===== config.mk =====
export PLATFORM = sky130hd
export DESIGN_NAME = varint_codec
export DESIGN_NICKNAME = d
export VERILOG_FILES = /design/src/design/vcodec_pkg.sv /design/src/design/varint_codec.sv /design/src/design/vcodec_ctrl.sv /design/src/design/vcodec_dp.sv
export VERILOG_INCLUDE_DIRS = /design/src /design/src/design
export SDC_FILE = /design/constraint.sdc
export NUM_CORES = 1
export LEC_CHECK = 0
export BUFFER_PORTS_ARGS = -buffer_cell sky130_fd_sc_hd__clkbuf_2
export CAP_MARGIN = 0
export CORE_MARGIN = 10
export CORE_UTILIZATION = 52
export DETAILED_ROUTE_END_ITERATION = 8
export PLACE_DENSITY = 0.77
export SLEW_MARGIN = 20
export SYNTH_ARGS = -nofsm -noshare
export SYNTH_HDL_FRONTEND = slang
export SYNTH_HIERARCHICAL = 1
export SYNTH_SLANG_ARGS = --single-unit

===== constraint.sdc =====
create_clock -name i_clk -period 4.5 [get_ports i_clk]
set_input_delay 0 -clock i_clk [delete_from_list [all_inputs] [get_ports i_clk]]
set_output_delay 0 -clock i_clk [all_outputs]
set_load 0.005 [all_outputs]

===== src/design/varint_codec_macros.svh =====
// Assertion macros shared by the varint codec checks.
`ifndef VARINT_CODEC_MACROS_SVH
`define VARINT_CODEC_MACROS_SVH

// Same-cycle implication, sampled on the rising clock, quiet during reset.
`define VC_ASSERT_NOW(label, ante, cons, msg) \
    label: assert property (@(posedge i_clk) disable iff (!i_rst_n) \
        (ante) |-> (cons)) else $error(msg);

// Next-cycle implication, sampled on the rising clock, quiet during reset.
`define VC_ASSERT_NEXT(label, ante, cons, msg) \
    label: assert property (@(posedge i_clk) disable iff (!i_rst_n) \
        (ante) |=> (cons)) else $error(msg);

`endif


===== src/design/vcodec_pkg.sv =====
// Types and constants shared by the varint codec modules.
package vcodec_pkg;

    // Bits carried by one coded byte and the position of its continue flag.
    localparam int unsigned C_GROUP_BITS = 7;
    localparam int unsigned C_CONT_BIT   = 7;

    // Byte limits of a value in narrow (32-bit) and wide (64-bit) mode.
    localparam logic [3:0] C_NARROW_BYTES = 4'd5;
    localparam logic [3:0] C_WIDE_BYTES   = 4'd10;

    // Input item kinds.
    localparam logic C_KIND_ENCODE = 1'b0;
    localparam logic C_KIND_DECODE = 1'b1;

    typedef struct packed {
        logic               kind;
        logic signed [63:0] plain_value;
        logic        [7:0]  coded_byte;
    } t_in_item;

    typedef struct packed {
        logic        [7:0]  out_byte;
        logic               last_of_run;
        logic signed [63:0] decoded_value;
        logic               value_done;
        logic               too_long;
        logic        [3:0]  byte_count;
    } t_out_item;

    // Commands from the controller to the datapath.
    typedef struct packed {
        logic load_dec;
        logic load_enc_first;
        logic load_enc_next;
    } t_cmd;

    // Status from the datapath to the controller.
    typedef struct packed {
        logic first_last;
        logic next_last;
    } t_sts;

endpackage


===== src/design/varint_codec.sv =====
// Top level of the unsigned LEB128 varint encoder and decoder.
//
// The block turns values into 7-bit-group varint bytes and back, in 32-bit
// (narrow) or 64-bit (wide) mode chosen by the single configuration register.
// An encode transaction emits one result transaction per byte, least
// significant group first, with the continue flag on every byte but the last;
// negative values take 5 bytes in narrow mode and 10 in wide mode. A decode
// transaction carries one byte and always yields exactly one result, which
// completes a value, reports an over-long run (clearing the decoder), or just
// reports the bytes consumed so far. A decode transaction leaves the input
// free, so bytes may stream in back to back while the output is not stalled.
// An encode transaction keeps the input stalled until the last of its bytes
// (1 to 5 narrow, 1 to 10 wide) has been loaded, because the single output
// register takes one byte per cycle while the output is not stalled. Every
// result is registered and appears in the cycle after its load command. A result
// held in the output register by a stalled output keeps the input stalled as
// well; the next input transaction is taken no earlier than the cycle in which
// the waiting result is accepted. The configuration port is always ready and
// must only be written while the block is idle.
module varint_codec
    import vcodec_pkg::*;
(
    input  logic      i_clk,
    input  logic      i_rst_n,
    input  logic      i_cfg_valid,
    output logic      o_cfg_ready,
    input  logic      i_cfg_data,
    input  logic      i_in_valid,
    output logic      o_in_stall,
    input  t_in_item  i_in_item,
    output logic      o_out_valid,
    input  logic      i_out_stall,
    output t_out_item o_out_item
);

`include "varint_codec_macros.svh"

    t_cmd cmd;
    t_sts sts;
    logic wide_mode;
    logic in_accept;

    // The mode register accepts a write in any cycle.
    assign o_cfg_ready = 1'b1;

    // The controller owns both handshakes and sequences multi-byte encodes.
    vcodec_ctrl u_ctrl (
        .i_clk       (i_clk),
        .i_rst_n     (i_rst_n),
        .i_in_valid  (i_in_valid),
        .i_in_kind   (i_in_item.kind),
        .o_in_stall  (o_in_stall),
        .o_out_valid (o_out_valid),
        .i_out_stall (i_out_stall),
        .o_cmd       (cmd),
        .i_sts       (sts)
    );

    // The datapath holds the mode, the encode shifter, the decode state and
    // the output register.
    vcodec_dp u_dp (
        .i_clk       (i_clk),
        .i_rst_n     (i_rst_n),
        .i_cfg_we    (i_cfg_valid && o_cfg_ready),
        .i_cfg_data  (i_cfg_data),
        .i_in_item   (i_in_item),
        .i_cmd       (cmd),
        .o_sts       (sts),
        .o_out_item  (o_out_item),
        .o_wide_mode (wide_mode)
    );

    assign in_accept = i_in_valid && !o_in_stall;

    // A decode transaction always produces its single result on the next cycle.
    `VC_ASSERT_NEXT(a_dec_result, in_accept && (i_in_item.kind == C_KIND_DECODE), o_out_valid && o_out_item.last_of_run, "decode transaction gave no final result")

    // An over-long run never also reports a completed value.
    `VC_ASSERT_NOW(a_err_excl, o_out_valid && o_out_item.too_long, !o_out_item.value_done && o_out_item.last_of_run, "error result also marked done")

    // In narrow mode, no encode byte other than the last of its run reaches the narrow byte limit.
    `VC_ASSERT_NOW(a_cnt_range, o_out_valid && !wide_mode && !o_out_item.last_of_run, o_out_item.byte_count < C_NARROW_BYTES, "narrow encode ran past five bytes")

endmodule


===== src/design/vcodec_ctrl.sv =====
// Controller state machine of the varint codec: handshakes and encode sequencing.
module vcodec_ctrl
    import vcodec_pkg::*;
(
    input  logic i_clk,
    input  logic i_rst_n,
    input  logic i_in_valid,
    input  logic i_in_kind,
    output logic o_in_stall,
    output logic o_out_valid,
    input  logic i_out_stall,
    output t_cmd o_cmd,
    input  t_sts i_sts
);

    typedef enum logic [1:0] {
        S_IDLE = 2'b01,
        S_ENC  = 2'b10
    } t_state;

    t_state r_state, n_state;
    logic   r_out_valid, n_out_valid;
    logic   can_load;
    logic   in_accept;

    // The output register may be reloaded when it is empty or being emptied.
    assign can_load  = !r_out_valid || !i_out_stall;
    assign o_in_stall = (r_state != S_IDLE) || !can_load;
    assign in_accept = i_in_valid && !o_in_stall;

    assign o_cmd.load_dec       = in_accept && (i_in_kind == C_KIND_DECODE);
    assign o_cmd.load_enc_first = in_accept && (i_in_kind == C_KIND_ENCODE);
    assign o_cmd.load_enc_next  = (r_state == S_ENC) && can_load;

    always_comb begin
        n_state = r_state;
        unique case (r_state)
            S_IDLE: begin
                if (o_cmd.load_enc_first && !i_sts.first_last) begin
                    n_state = S_ENC;
                end
            end
            S_ENC: begin
                if (o_cmd.load_enc_next && i_sts.next_last) begin
                    n_state = S_IDLE;
                end
            end
            default: begin
                n_state = S_IDLE;
            end
        endcase
    end

    always_comb begin
        if (o_cmd.load_dec || o_cmd.load_enc_first || o_cmd.load_enc_next) begin
            n_out_valid = 1'b1;
        end else if (!i_out_stall) begin
            n_out_valid = 1'b0;
        end else begin
            n_out_valid = r_out_valid;
        end
    end

    always_ff @(posedge i_clk) begin
        if (!i_rst_n) begin
            r_state     <= S_IDLE;
            r_out_valid <= 1'b0;
        end else begin
            r_state     <= n_state;
            r_out_valid <= n_out_valid;
        end
    end

    assign o_out_valid = r_out_valid;

endmodule


===== src/design/vcodec_dp.sv =====
// Datapath of the varint codec: mode register, encode shifter, decode accumulator, output register.
module vcodec_dp
    import vcodec_pkg::*;
(
    input  logic      i_clk,
    input  logic      i_rst_n,
    input  logic      i_cfg_we,
    input  logic      i_cfg_data,
    input  t_in_item  i_in_item,
    input  t_cmd      i_cmd,
    output t_sts      o_sts,
    output t_out_item o_out_item,
    output logic      o_wide_mode
);

    logic        r_wide, n_wide;
    logic [63:0] r_acc, n_acc;
    logic [6:0]  r_shift, n_shift;
    logic [3:0]  r_dec_cnt, n_dec_cnt;
    logic [63:0] r_enc_val, n_enc_val;
    logic [3:0]  r_enc_cnt, n_enc_cnt;
    t_out_item   r_out, n_out;

    logic [63:0] enc_first_val;
    logic [63:0] group_shifted;
    logic [63:0] acc_sum;
    logic [63:0] done_val;
    logic [3:0]  dec_cnt_inc;
    logic [3:0]  enc_cnt_inc;
    logic [3:0]  limit;
    logic        cont;

    // Narrow mode encodes only the low word, zero-extended.
    assign enc_first_val = r_wide ? 64'(i_in_item.plain_value)
                                  : {32'd0, i_in_item.plain_value[31:0]};

    // A byte is the last one once nothing remains above its group.
    assign o_sts.first_last = (enc_first_val[63:C_GROUP_BITS] == '0);
    assign o_sts.next_last  = (r_enc_val[63:C_GROUP_BITS] == '0);

    assign enc_cnt_inc = r_enc_cnt + 4'd1;
    assign dec_cnt_inc = r_dec_cnt + 4'd1;
    assign limit       = r_wide ? C_WIDE_BYTES : C_NARROW_BYTES;
    assign cont        = i_in_item.coded_byte[C_CONT_BIT];

    // Groups at a shift of 64 or more fall off the top of the accumulator.
    assign group_shifted = r_shift[6] ? 64'd0
                         : ({57'd0, i_in_item.coded_byte[6:0]} << r_shift[5:0]);
    assign acc_sum = r_acc | group_shifted;
    assign done_val = r_wide ? acc_sum : {{32{acc_sum[31]}}, acc_sum[31:0]};

    always_comb begin
        n_wide    = r_wide;
        n_acc     = r_acc;
        n_shift   = r_shift;
        n_dec_cnt = r_dec_cnt;
        n_enc_val = r_enc_val;
        n_enc_cnt = r_enc_cnt;
        n_out     = r_out;

        if (i_cfg_we) begin
            n_wide = i_cfg_data;
        end

        priority if (i_cmd.load_dec) begin
            n_out.out_byte      = 8'd0;
            n_out.last_of_run   = 1'b1;
            n_out.decoded_value = '0;
            n_out.value_done    = 1'b0;
            n_out.too_long      = 1'b0;
            n_out.byte_count    = dec_cnt_inc;
            if (!cont) begin
                n_out.decoded_value = done_val;
                n_out.value_done    = 1'b1;
                n_acc     = '0;
                n_shift   = '0;
                n_dec_cnt = '0;
            end else if (dec_cnt_inc >= limit) begin
                n_out.too_long = 1'b1;
                n_acc     = '0;
                n_shift   = '0;
                n_dec_cnt = '0;
            end else begin
                n_acc     = acc_sum;
                n_shift   = r_shift + 7'(C_GROUP_BITS);
                n_dec_cnt = dec_cnt_inc;
            end
        end else if (i_cmd.load_enc_first) begin
            n_out.out_byte      = {!o_sts.first_last, enc_first_val[6:0]};
            n_out.last_of_run   = o_sts.first_last;
            n_out.decoded_value = '0;
            n_out.value_done    = 1'b0;
            n_out.too_long      = 1'b0;
            n_out.byte_count    = 4'd1;
            n_enc_val = enc_first_val >> C_GROUP_BITS;
            n_enc_cnt = 4'd1;
        end else if (i_cmd.load_enc_next) begin
            n_out.out_byte      = {!o_sts.next_last, r_enc_val[6:0]};
            n_out.last_of_run   = o_sts.next_last;
            n_out.decoded_value = '0;
            n_out.value_done    = 1'b0;
            n_out.too_long      = 1'b0;
            n_out.byte_count    = enc_cnt_inc;
            n_enc_val = r_enc_val >> C_GROUP_BITS;
            n_enc_cnt = enc_cnt_inc;
        end else begin
            n_out = r_out;
        end
    end

    always_ff @(posedge i_clk) begin
        if (!i_rst_n) begin
            r_wide    <= 1'b0;
            r_acc     <= '0;
            r_shift   <= '0;
            r_dec_cnt <= '0;
        end else begin
            r_wide    <= n_wide;
            r_acc     <= n_acc;
            r_shift   <= n_shift;
            r_dec_cnt <= n_dec_cnt;
        end
    end

    always_ff @(posedge i_clk) begin
        r_enc_val <= n_enc_val;
        r_enc_cnt <= n_enc_cnt;
        r_out     <= n_out;
    end

    assign o_out_item  = r_out;
    assign o_wide_mode = r_wide;

endmodule

==> out/metrics.yaml, run 1 <==
layout:
  fillers: 1482
  final_common_cell: "clkbuf_2"
  drive_gt1_share_pct: 22.4
  design_area_um2: 12800
  instances_no_fill: 1480
  post-route-util_pct: 65.1
  antenna_cells: 0
  areaGrowthSynthToFinish_pct: 22.2
  nNetsFinal: 1284
  final_cell_mix: "clkbuf_2, edfxtp_1, dfxtp_1, a21oi_1"
cts:
  cts_num_sinks: 219
  clk_pin_slew_worst_paths_ps: 60
  cts-root-buf: "clkbuf_16"
  htree_levels: 1
  clock_latency_ps: 510
  cts_tree: "done"
  numCtsBuffers: 23
  post_cts_resized: 0
  postCtsSetupBuffers: 0
  ctsLongestPathBuffers: 3
timing:
  fmax_mhz: 324
  setup_ws_ps: 1410
  hold_viol_final: 0
  fin_crit_sh_pct: 68.7
  period_needed_ps: 3090
  slew_violations: 0
  relSlewSlack_pct: 23.3
  setup_tns_ps: 0
  finalHoldWorstSlack_ps: 7.37
  worstMarginPinSlew_ps: 1150
  setup_viol: 0
  finalClockSkew_ps: 13.5
  rsz0062_at_grt: "false"
die:
  dieArea_um2: 26100
  die_x_um: 162
  rows: 51
  ios: 161
  die_y_um: 162
  core_um2: 19600
  start_util_pct: 53.3
job:
  drv_cap: 0
placement:
  place_ws_ps: 1480
  place_inst: 1366
  gp_congestion: 0.945
  hpwl_mm: 19.8
  port-buffer-count: 159
  dpl_cell_area_um2: 11300
route:
  first_pass_iters: 6
  vias: 9159
  viasPerCell: 6.19
  wl_mm: 31.2
  postRouteAntennaNets: 0
  first_iter_violations: 1234
  drc: 0
  wl_per_cell_um: 21.1
min_path:
  hold_path.class: "in -> reg"
grt:
  track_usage_pct: 22.8
  grt_pass1_wl_mm: 48.3
  antenna_found_initial: 0
  grt.overflow.total: 0
  grt_pass1_vias: 8760
  grt_max_degree: 59
synthesis:
  synthAdderAreaFrac_pct: 0.839
  syn-num-nets: 1092
  synth.distinct_cells: 84
  synth_top_family_by_area: "compound AO/OA/AOI/OAI gates"
  synth_compound_area_share_pct: 18.7
  synth_top_area_cell: "edfxtp_1"
  synth-edff-count: 131
  synth_top_flop_cell: "edfxtp_1"
  yosysWarnings: 6
  ys_seq_area_share_pct: 54.6
  syn_area_um2: 10400
  async_flop_share_pct: 0
  ys_seq_elements: 219
  synth-xor-area-share_pct: 0.336
  synth_area_leaders: "edfxtp_1, dfxtp_1, a21oi_1"
  syn_inst: 1006
  yosys.area_share.simple_pct: 14.8
  synth_top_area_share_pct: 37.7
  synthMuxAreaShare_pct: 6.02
  synth_area_per_cell_um2: 10.4
power_and_ir_drop:
  ir_drop_mv: 0.230
  power_mw: 4.53
  p_per_area_nw_per_um2: 356
  power.leakage_nw: 4.75
critical_path:
  startpoint_type: "flip-flop"
  cp_slowest_cell: "and2_1"
  cp_num_buf_inv: 1
  crit_family: "simple AND/OR/NAND/NOR gates"
  cp.required_ps: 4770
  crit_type: "reg -> reg"
  max_stage_delay_ps: 780
  cp_max_fo: 58
  critPathCaptureType: "flip-flop"
  crit_arrival_ps: 3360
  cp_cell_sequence: "nor2b_4 -> nand3_1 -> nor2_4 -> buf_4 -> and2_1 -> nand2_1 -> o21ai_0"
outcome:
  status: "finished, final reports clean"
[worst min-delay path, cell delays in order]
cell and delay, ps:
clkbuf_2 140, nor2_4 120, a21oi_1 160, nor2_1 50
[cell families (layout without fill, tap and decap cells)]
| logic type | Yosys count | count (layout) |
|---|---|---|
| adder cells (fa/ha/maj) | 7 | 7 |
| buffers and inverters | 115 | 324 |
| AO/OA/AOI/OAI | 297 | 297 |
| XOR/XNOR | 4 | 4 |
| flip-flops | 219 | 219 |
| other | 1 | 1 |
| multiplexers | 54 | 54 |
| AND/OR/NAND/NOR | 309 | 309 |
[layer usage]
metal	GRT usage [%]	wire length, um
met1	29.4	12300
met2	37.0	14900
met3	5.23	3060
met4	7.65	1000
met5	0	0
[Yosys cell counts, drive strengths merged, types with 31 or more instances]
cell type and number:
dfxtp 88, mux2 35, o21a 31, inv 35, a21oi 86, nand3 42
clkbuf 55, nor2 79, nand2 68, o21ai 75, nor3 31, edfxtp 131
[power breakdown]
group	total [mW]	internal [mW]	switching, mW
logic	0.515	0.212	0.303
clock network	1.73	0.958	0.770
registers	2.29	2.24	0.0524
total	4.53	3.41	1.13
[worst paths after layout]
check,slack [ps],endpoint,cells past startpoint,from
setup / recovery,1410,u_dp/r_enc_val[38],7,u_ctrl/r_state[1]
hold / removal,7,u_dp/o_out_item[74],4,i_in_item[72]
setup reg to reg,1410,u_dp/r_enc_val[38],7,u_ctrl/r_state[1]
hold reg to reg,470,u_dp/r_acc[6],2,u_dp/r_acc[6]
[flip-flops by register name, summed over array words and instances, names as in the netlist]
signal              cells
u_dp/r_dec_cnt          4
u_dp/o_out_item        79
u_dp/o_wide_mode        1
u_dp/r_acc             64
u_ctrl/r_state          2
u_dp/r_enc_val         57
u_dp/r_shift            7
u_ctrl/o_out_valid      1
u_dp/r_enc_cnt          4
[cell type report]
class	instances	area, um^2	share of cell area [%]
clock inverters	13	65.1	0.510
clock buffers	29	608	4.77
multi-input cells	672	4280	33.6
inverters	38	143	1.12
flip-flops and latches	219	5700	44.7
well taps	265	332	2.60
repair buffers	244	1630	12.8
[what timing repair did]
item                                   in CTS  in global routing
hold buffers                               72                  0
endpoints found under the hold margin      70                  0
setup endpoints to repair                   0                  0
No activity file was read; power rests on OpenSTA's default activity.
==> run 2, diff against run 1 <==
Settings changed: ABC_AREA set to 1, CORE_UTILIZATION 52 to 57, PLACE_DENSITY 0.77 to 0.8.
Clock period 4.5 ns to 2.9 ns, I/O delays scaled along.
==> out/metrics.yaml, run 2 <==
outcome:
  status: "finished, final reports clean"  # unchanged
placement:
  hpwl_mm: 18.6  # was 19.8 mm
  gp_congestion: 0.909  # was 0.945
  port-buffer-count: 159  # unchanged
synthesis:
  synth_top_area_cell: "edfxtp_1"  # unchanged
  syn-num-nets: 1297  # was 1092
  synth_area_leaders: "edfxtp_1, dfxtp_1, nand2_1"  # was edfxtp_1, dfxtp_1, a21oi_1
  synth_top_area_share_pct: 37.7  # about the same
  async_flop_share_pct: 0  # unchanged
  ys_seq_area_share_pct: 54.5  # was 54.6%
  ys_seq_elements: 219  # unchanged
  synth-edff-count: 131  # unchanged
  synth.distinct_cells: 43  # was 84
  syn_inst: 1211  # was 1006
  synthTopCellsByCount: "nand2_1, edfxtp_1, nor2_1, o21ai_0, inv_1"  # was edfxtp_1, dfxtp_1, a21oi_1, nor2_1, nand2_1
  syn_area_um2: 10400  # about the same
  yosysMostFrequentCell: "nand2_1"  # was edfxtp_1
  yosysWarnings: 6  # unchanged
  synth_area_per_cell_um2: 8.63  # was 10.4 um^2
  synth_top_flop_cell: "edfxtp_1"  # unchanged
cts:
  ctsLongestPathBuffers: 3  # unchanged
  postCtsSetupBuffers: 0  # unchanged
  clock_latency_ps: 510  # about the same
  cts-root-buf: "clkbuf_16"  # unchanged
  cts_num_sinks: 219  # unchanged
  clk_pin_slew_worst_paths_ps: 60  # about the same
  htree_levels: 1  # unchanged
  post_cts_resized: 0  # unchanged
  numCtsBuffers: 22  # was 23
  cts_tree: "done"  # unchanged
grt:
  grt.overflow.total: 0  # unchanged
  track_usage_pct: 23.3  # was 22.8%
  grt_max_degree: 74  # was 59
  grt_pass1_vias: 9203  # was 8760
  grt_pass1_wl_mm: 46.7  # was 48.3 mm
  antenna_found_initial: 3  # was 0
critical_path:
  startpoint_type: "flip-flop"  # unchanged
  crit_type: "reg -> reg"  # unchanged
  endpoint: "u_ctrl/r_state[0]"  # was u_dp/r_enc_val[38]
  reg2reg_to: "u_ctrl/r_state[0]"  # was u_dp/r_enc_val[38]
  ff2ff_path_depth: 12  # was 7
  r2r-start: "u_dp/o_wide_mode"  # was u_ctrl/r_state[1]
  critPathCaptureType: "flip-flop"  # unchanged
  cp_max_fo: 34  # was 58
  cp.required_ps: 3350  # was 4770 ps
  crit_arrival_ps: 2950  # was 3360 ps
  crit_start: "u_dp/o_wide_mode"  # was u_ctrl/r_state[1]
  rrSetupSlack_ps: 400  # was 1410 ps
die:
  die_x_um: 155  # was 162 um
  start_util_pct: 57.9  # was 53.3%
  core_um2: 18000  # was 19600 um^2
  die_y_um: 155  # was 162 um
  rows: 49  # was 51
  dieArea_um2: 24100  # was 26100 um^2
  ios: 161  # unchanged
layout:
  areaGrowthSynthToFinish_pct: 23.4  # was 22.2%
  final_common_cell: "nand2_1"  # was clkbuf_2
  final_cell_mix: "nand2_1, clkbuf_2, edfxtp_1, o21ai_0, nor2_1"  # was clkbuf_2, edfxtp_1, dfxtp_1, a21oi_1
  largest_reg_flops: 79  # unchanged
  fillers: 1335  # was 1482
  drive_gt1_share_pct: 19.1  # was 22.4%
  post-route-util_pct: 71.5  # was 65.1%
  nNetsFinal: 1500  # was 1284
min_path:
  hold_path.class: "in -> reg"  # unchanged
route:
  wl_mm: 29.3  # was 31.2 mm
  postRouteAntennaNets: 0  # unchanged
  vias: 9355  # was 9159
  drc: 0  # unchanged
  first_iter_violations: 942  # was 1234
  wl_per_cell_um: 17.6  # was 21.1 um
  viasPerCell: 5.63  # was 6.19
  first_pass_iters: 6  # unchanged
timing:
  hold_viol_final: 0  # unchanged
  fmax_mhz: 400  # was 324 MHz
  fin_crit_sh_pct: 86.2  # was 68.7%
  rsz0062_at_grt: "false"  # unchanged
  setup_tns_ps: 0  # unchanged
  relSlewSlack_pct: 41.0  # was 23.3%
  period_needed_ps: 2500  # was 3090 ps
  slew_violations: 0  # unchanged
  worstMarginPinSlew_ps: 885  # was 1150 ps
  finalClockSkew_ps: 13.6  # was 13.5 ps
  setup_viol: 0  # unchanged
power_and_ir_drop:
  power.leakage_nw: 5.36  # was 4.75 nW
  p_per_area_nw_per_um2: 568  # was 356 nW/um^2
  ir_drop_mv: 0.527  # was 0.230 mV
job:
  drv_cap: 0  # unchanged
## run 2: cell count changes after synthesis, moves of 22 or more
cell,delta
o21ai_0,+51
o21a_1,-30
inv_1,+77
a21oi_1,-29
nor3_1,-27
a21boi_0,-22
nand3_1,+39
a21oi_2,+31
nand2_1,+199
nor2_1,+42
mux2_2,-32
## run 2: final cells by class
cell class	count	area (um^2)	area share [%]
diodes	3	7.51	0.0583
clock inverters	8	131	1.02
flip-flops and latches	219	5700	44.2
multi-input cells	799	3980	30.9
repair buffers	252	1710	13.2
clock buffers	31	626	4.86
inverters	120	453	3.52
well taps	229	287	2.22
## run 2: worst max-delay path, stage by stage (launching register included)
cell and delay [ps]:
dfxtp_2 320, buf_4 240, nand2_1 130, nand2_1 60
nor2_1 130, nand4_1 140, nor3_1 330, and3_1 220
clkinv_1 70, nand4_2 80, dlygate4sd3_1 590, nand2_1 80
nand2_1 60
## run 2: kinds of logic after synthesis
| kind of cell | count (synthesis) | share of synthesized area, % |
|---|---|---|
| xor+xnor | 7 | 0.587 |
| simple gates | 544 | 22.8 |
| compound gates | 233 | 12.9 |
| flops | 219 | 54.5 |
| fa+ha+maj | 7 | 0.838 |
| other cells | 1 | 0.0359 |
| buf+inv | 193 | 7.63 |
| mux | 7 | 0.671 |
## run 2: what timing repair did
action | CTS | global route
hold buffers | 70 | 0
hold endpoints to repair | 72 | 0
endpoints found under the setup margin | 0 | 0
## run 2: per-layer routing
layer	global-route usage, %	wire [um]
met1	29.9	11600
met5	0	0
met3	4.96	2670
met4	9.36	992
met2	37.5	14000
## run 2: worst min-delay path by stage
stage | to | startpoint | slack [ps] | cells past startpoint
floorplan | u_ctrl/r_state[0] | i_rst_n | 70 | 1
global placement | u_dp/o_wide_mode | i_cfg_data | 270 | 3
detailed placement | u_dp/o_wide_mode | i_cfg_data | 270 | 3
CTS | u_dp/r_acc[16] | i_in_item[0] | 10 | 5
global route | u_dp/r_acc[16] | i_in_item[0] | 90 | 5
finish | u_dp/r_acc[16] | i_in_item[0] | 40 | 5
## run 2: where the power goes
part | leakage, nW | switching (mW) | total (mW) | internal (mW)
clock | 0.370 | 1.19 | 2.97 | 1.78
sequential | 1.98 | 0.0625 | 3.54 | 3.47
combinational | 3.01 | 0.511 | 0.811 | 0.300
## run 2: metrics by stage
| stage | setup WS, ps | instances | power [mW] | hold slack (ps) | instance area, um^2 |
|---|---|---|---|---|---|
| floorplan | 276 | 1211 | 3.99 | 68.8 | 10500 |
| global placement | 680 | 1549 | 4.29 | 269 | 11400 |
| detailed placement | 613 | 1549 | 4.31 | 275 | 11400 |
| CTS | 502 | 1658 | 7.33 | 14.9 | 12900 |
| global route | 271 | 1661 | 7.58 | 90.0 | 12900 |
| finish | 401 | 1661 | 7.32 | 41.4 | 12900 |
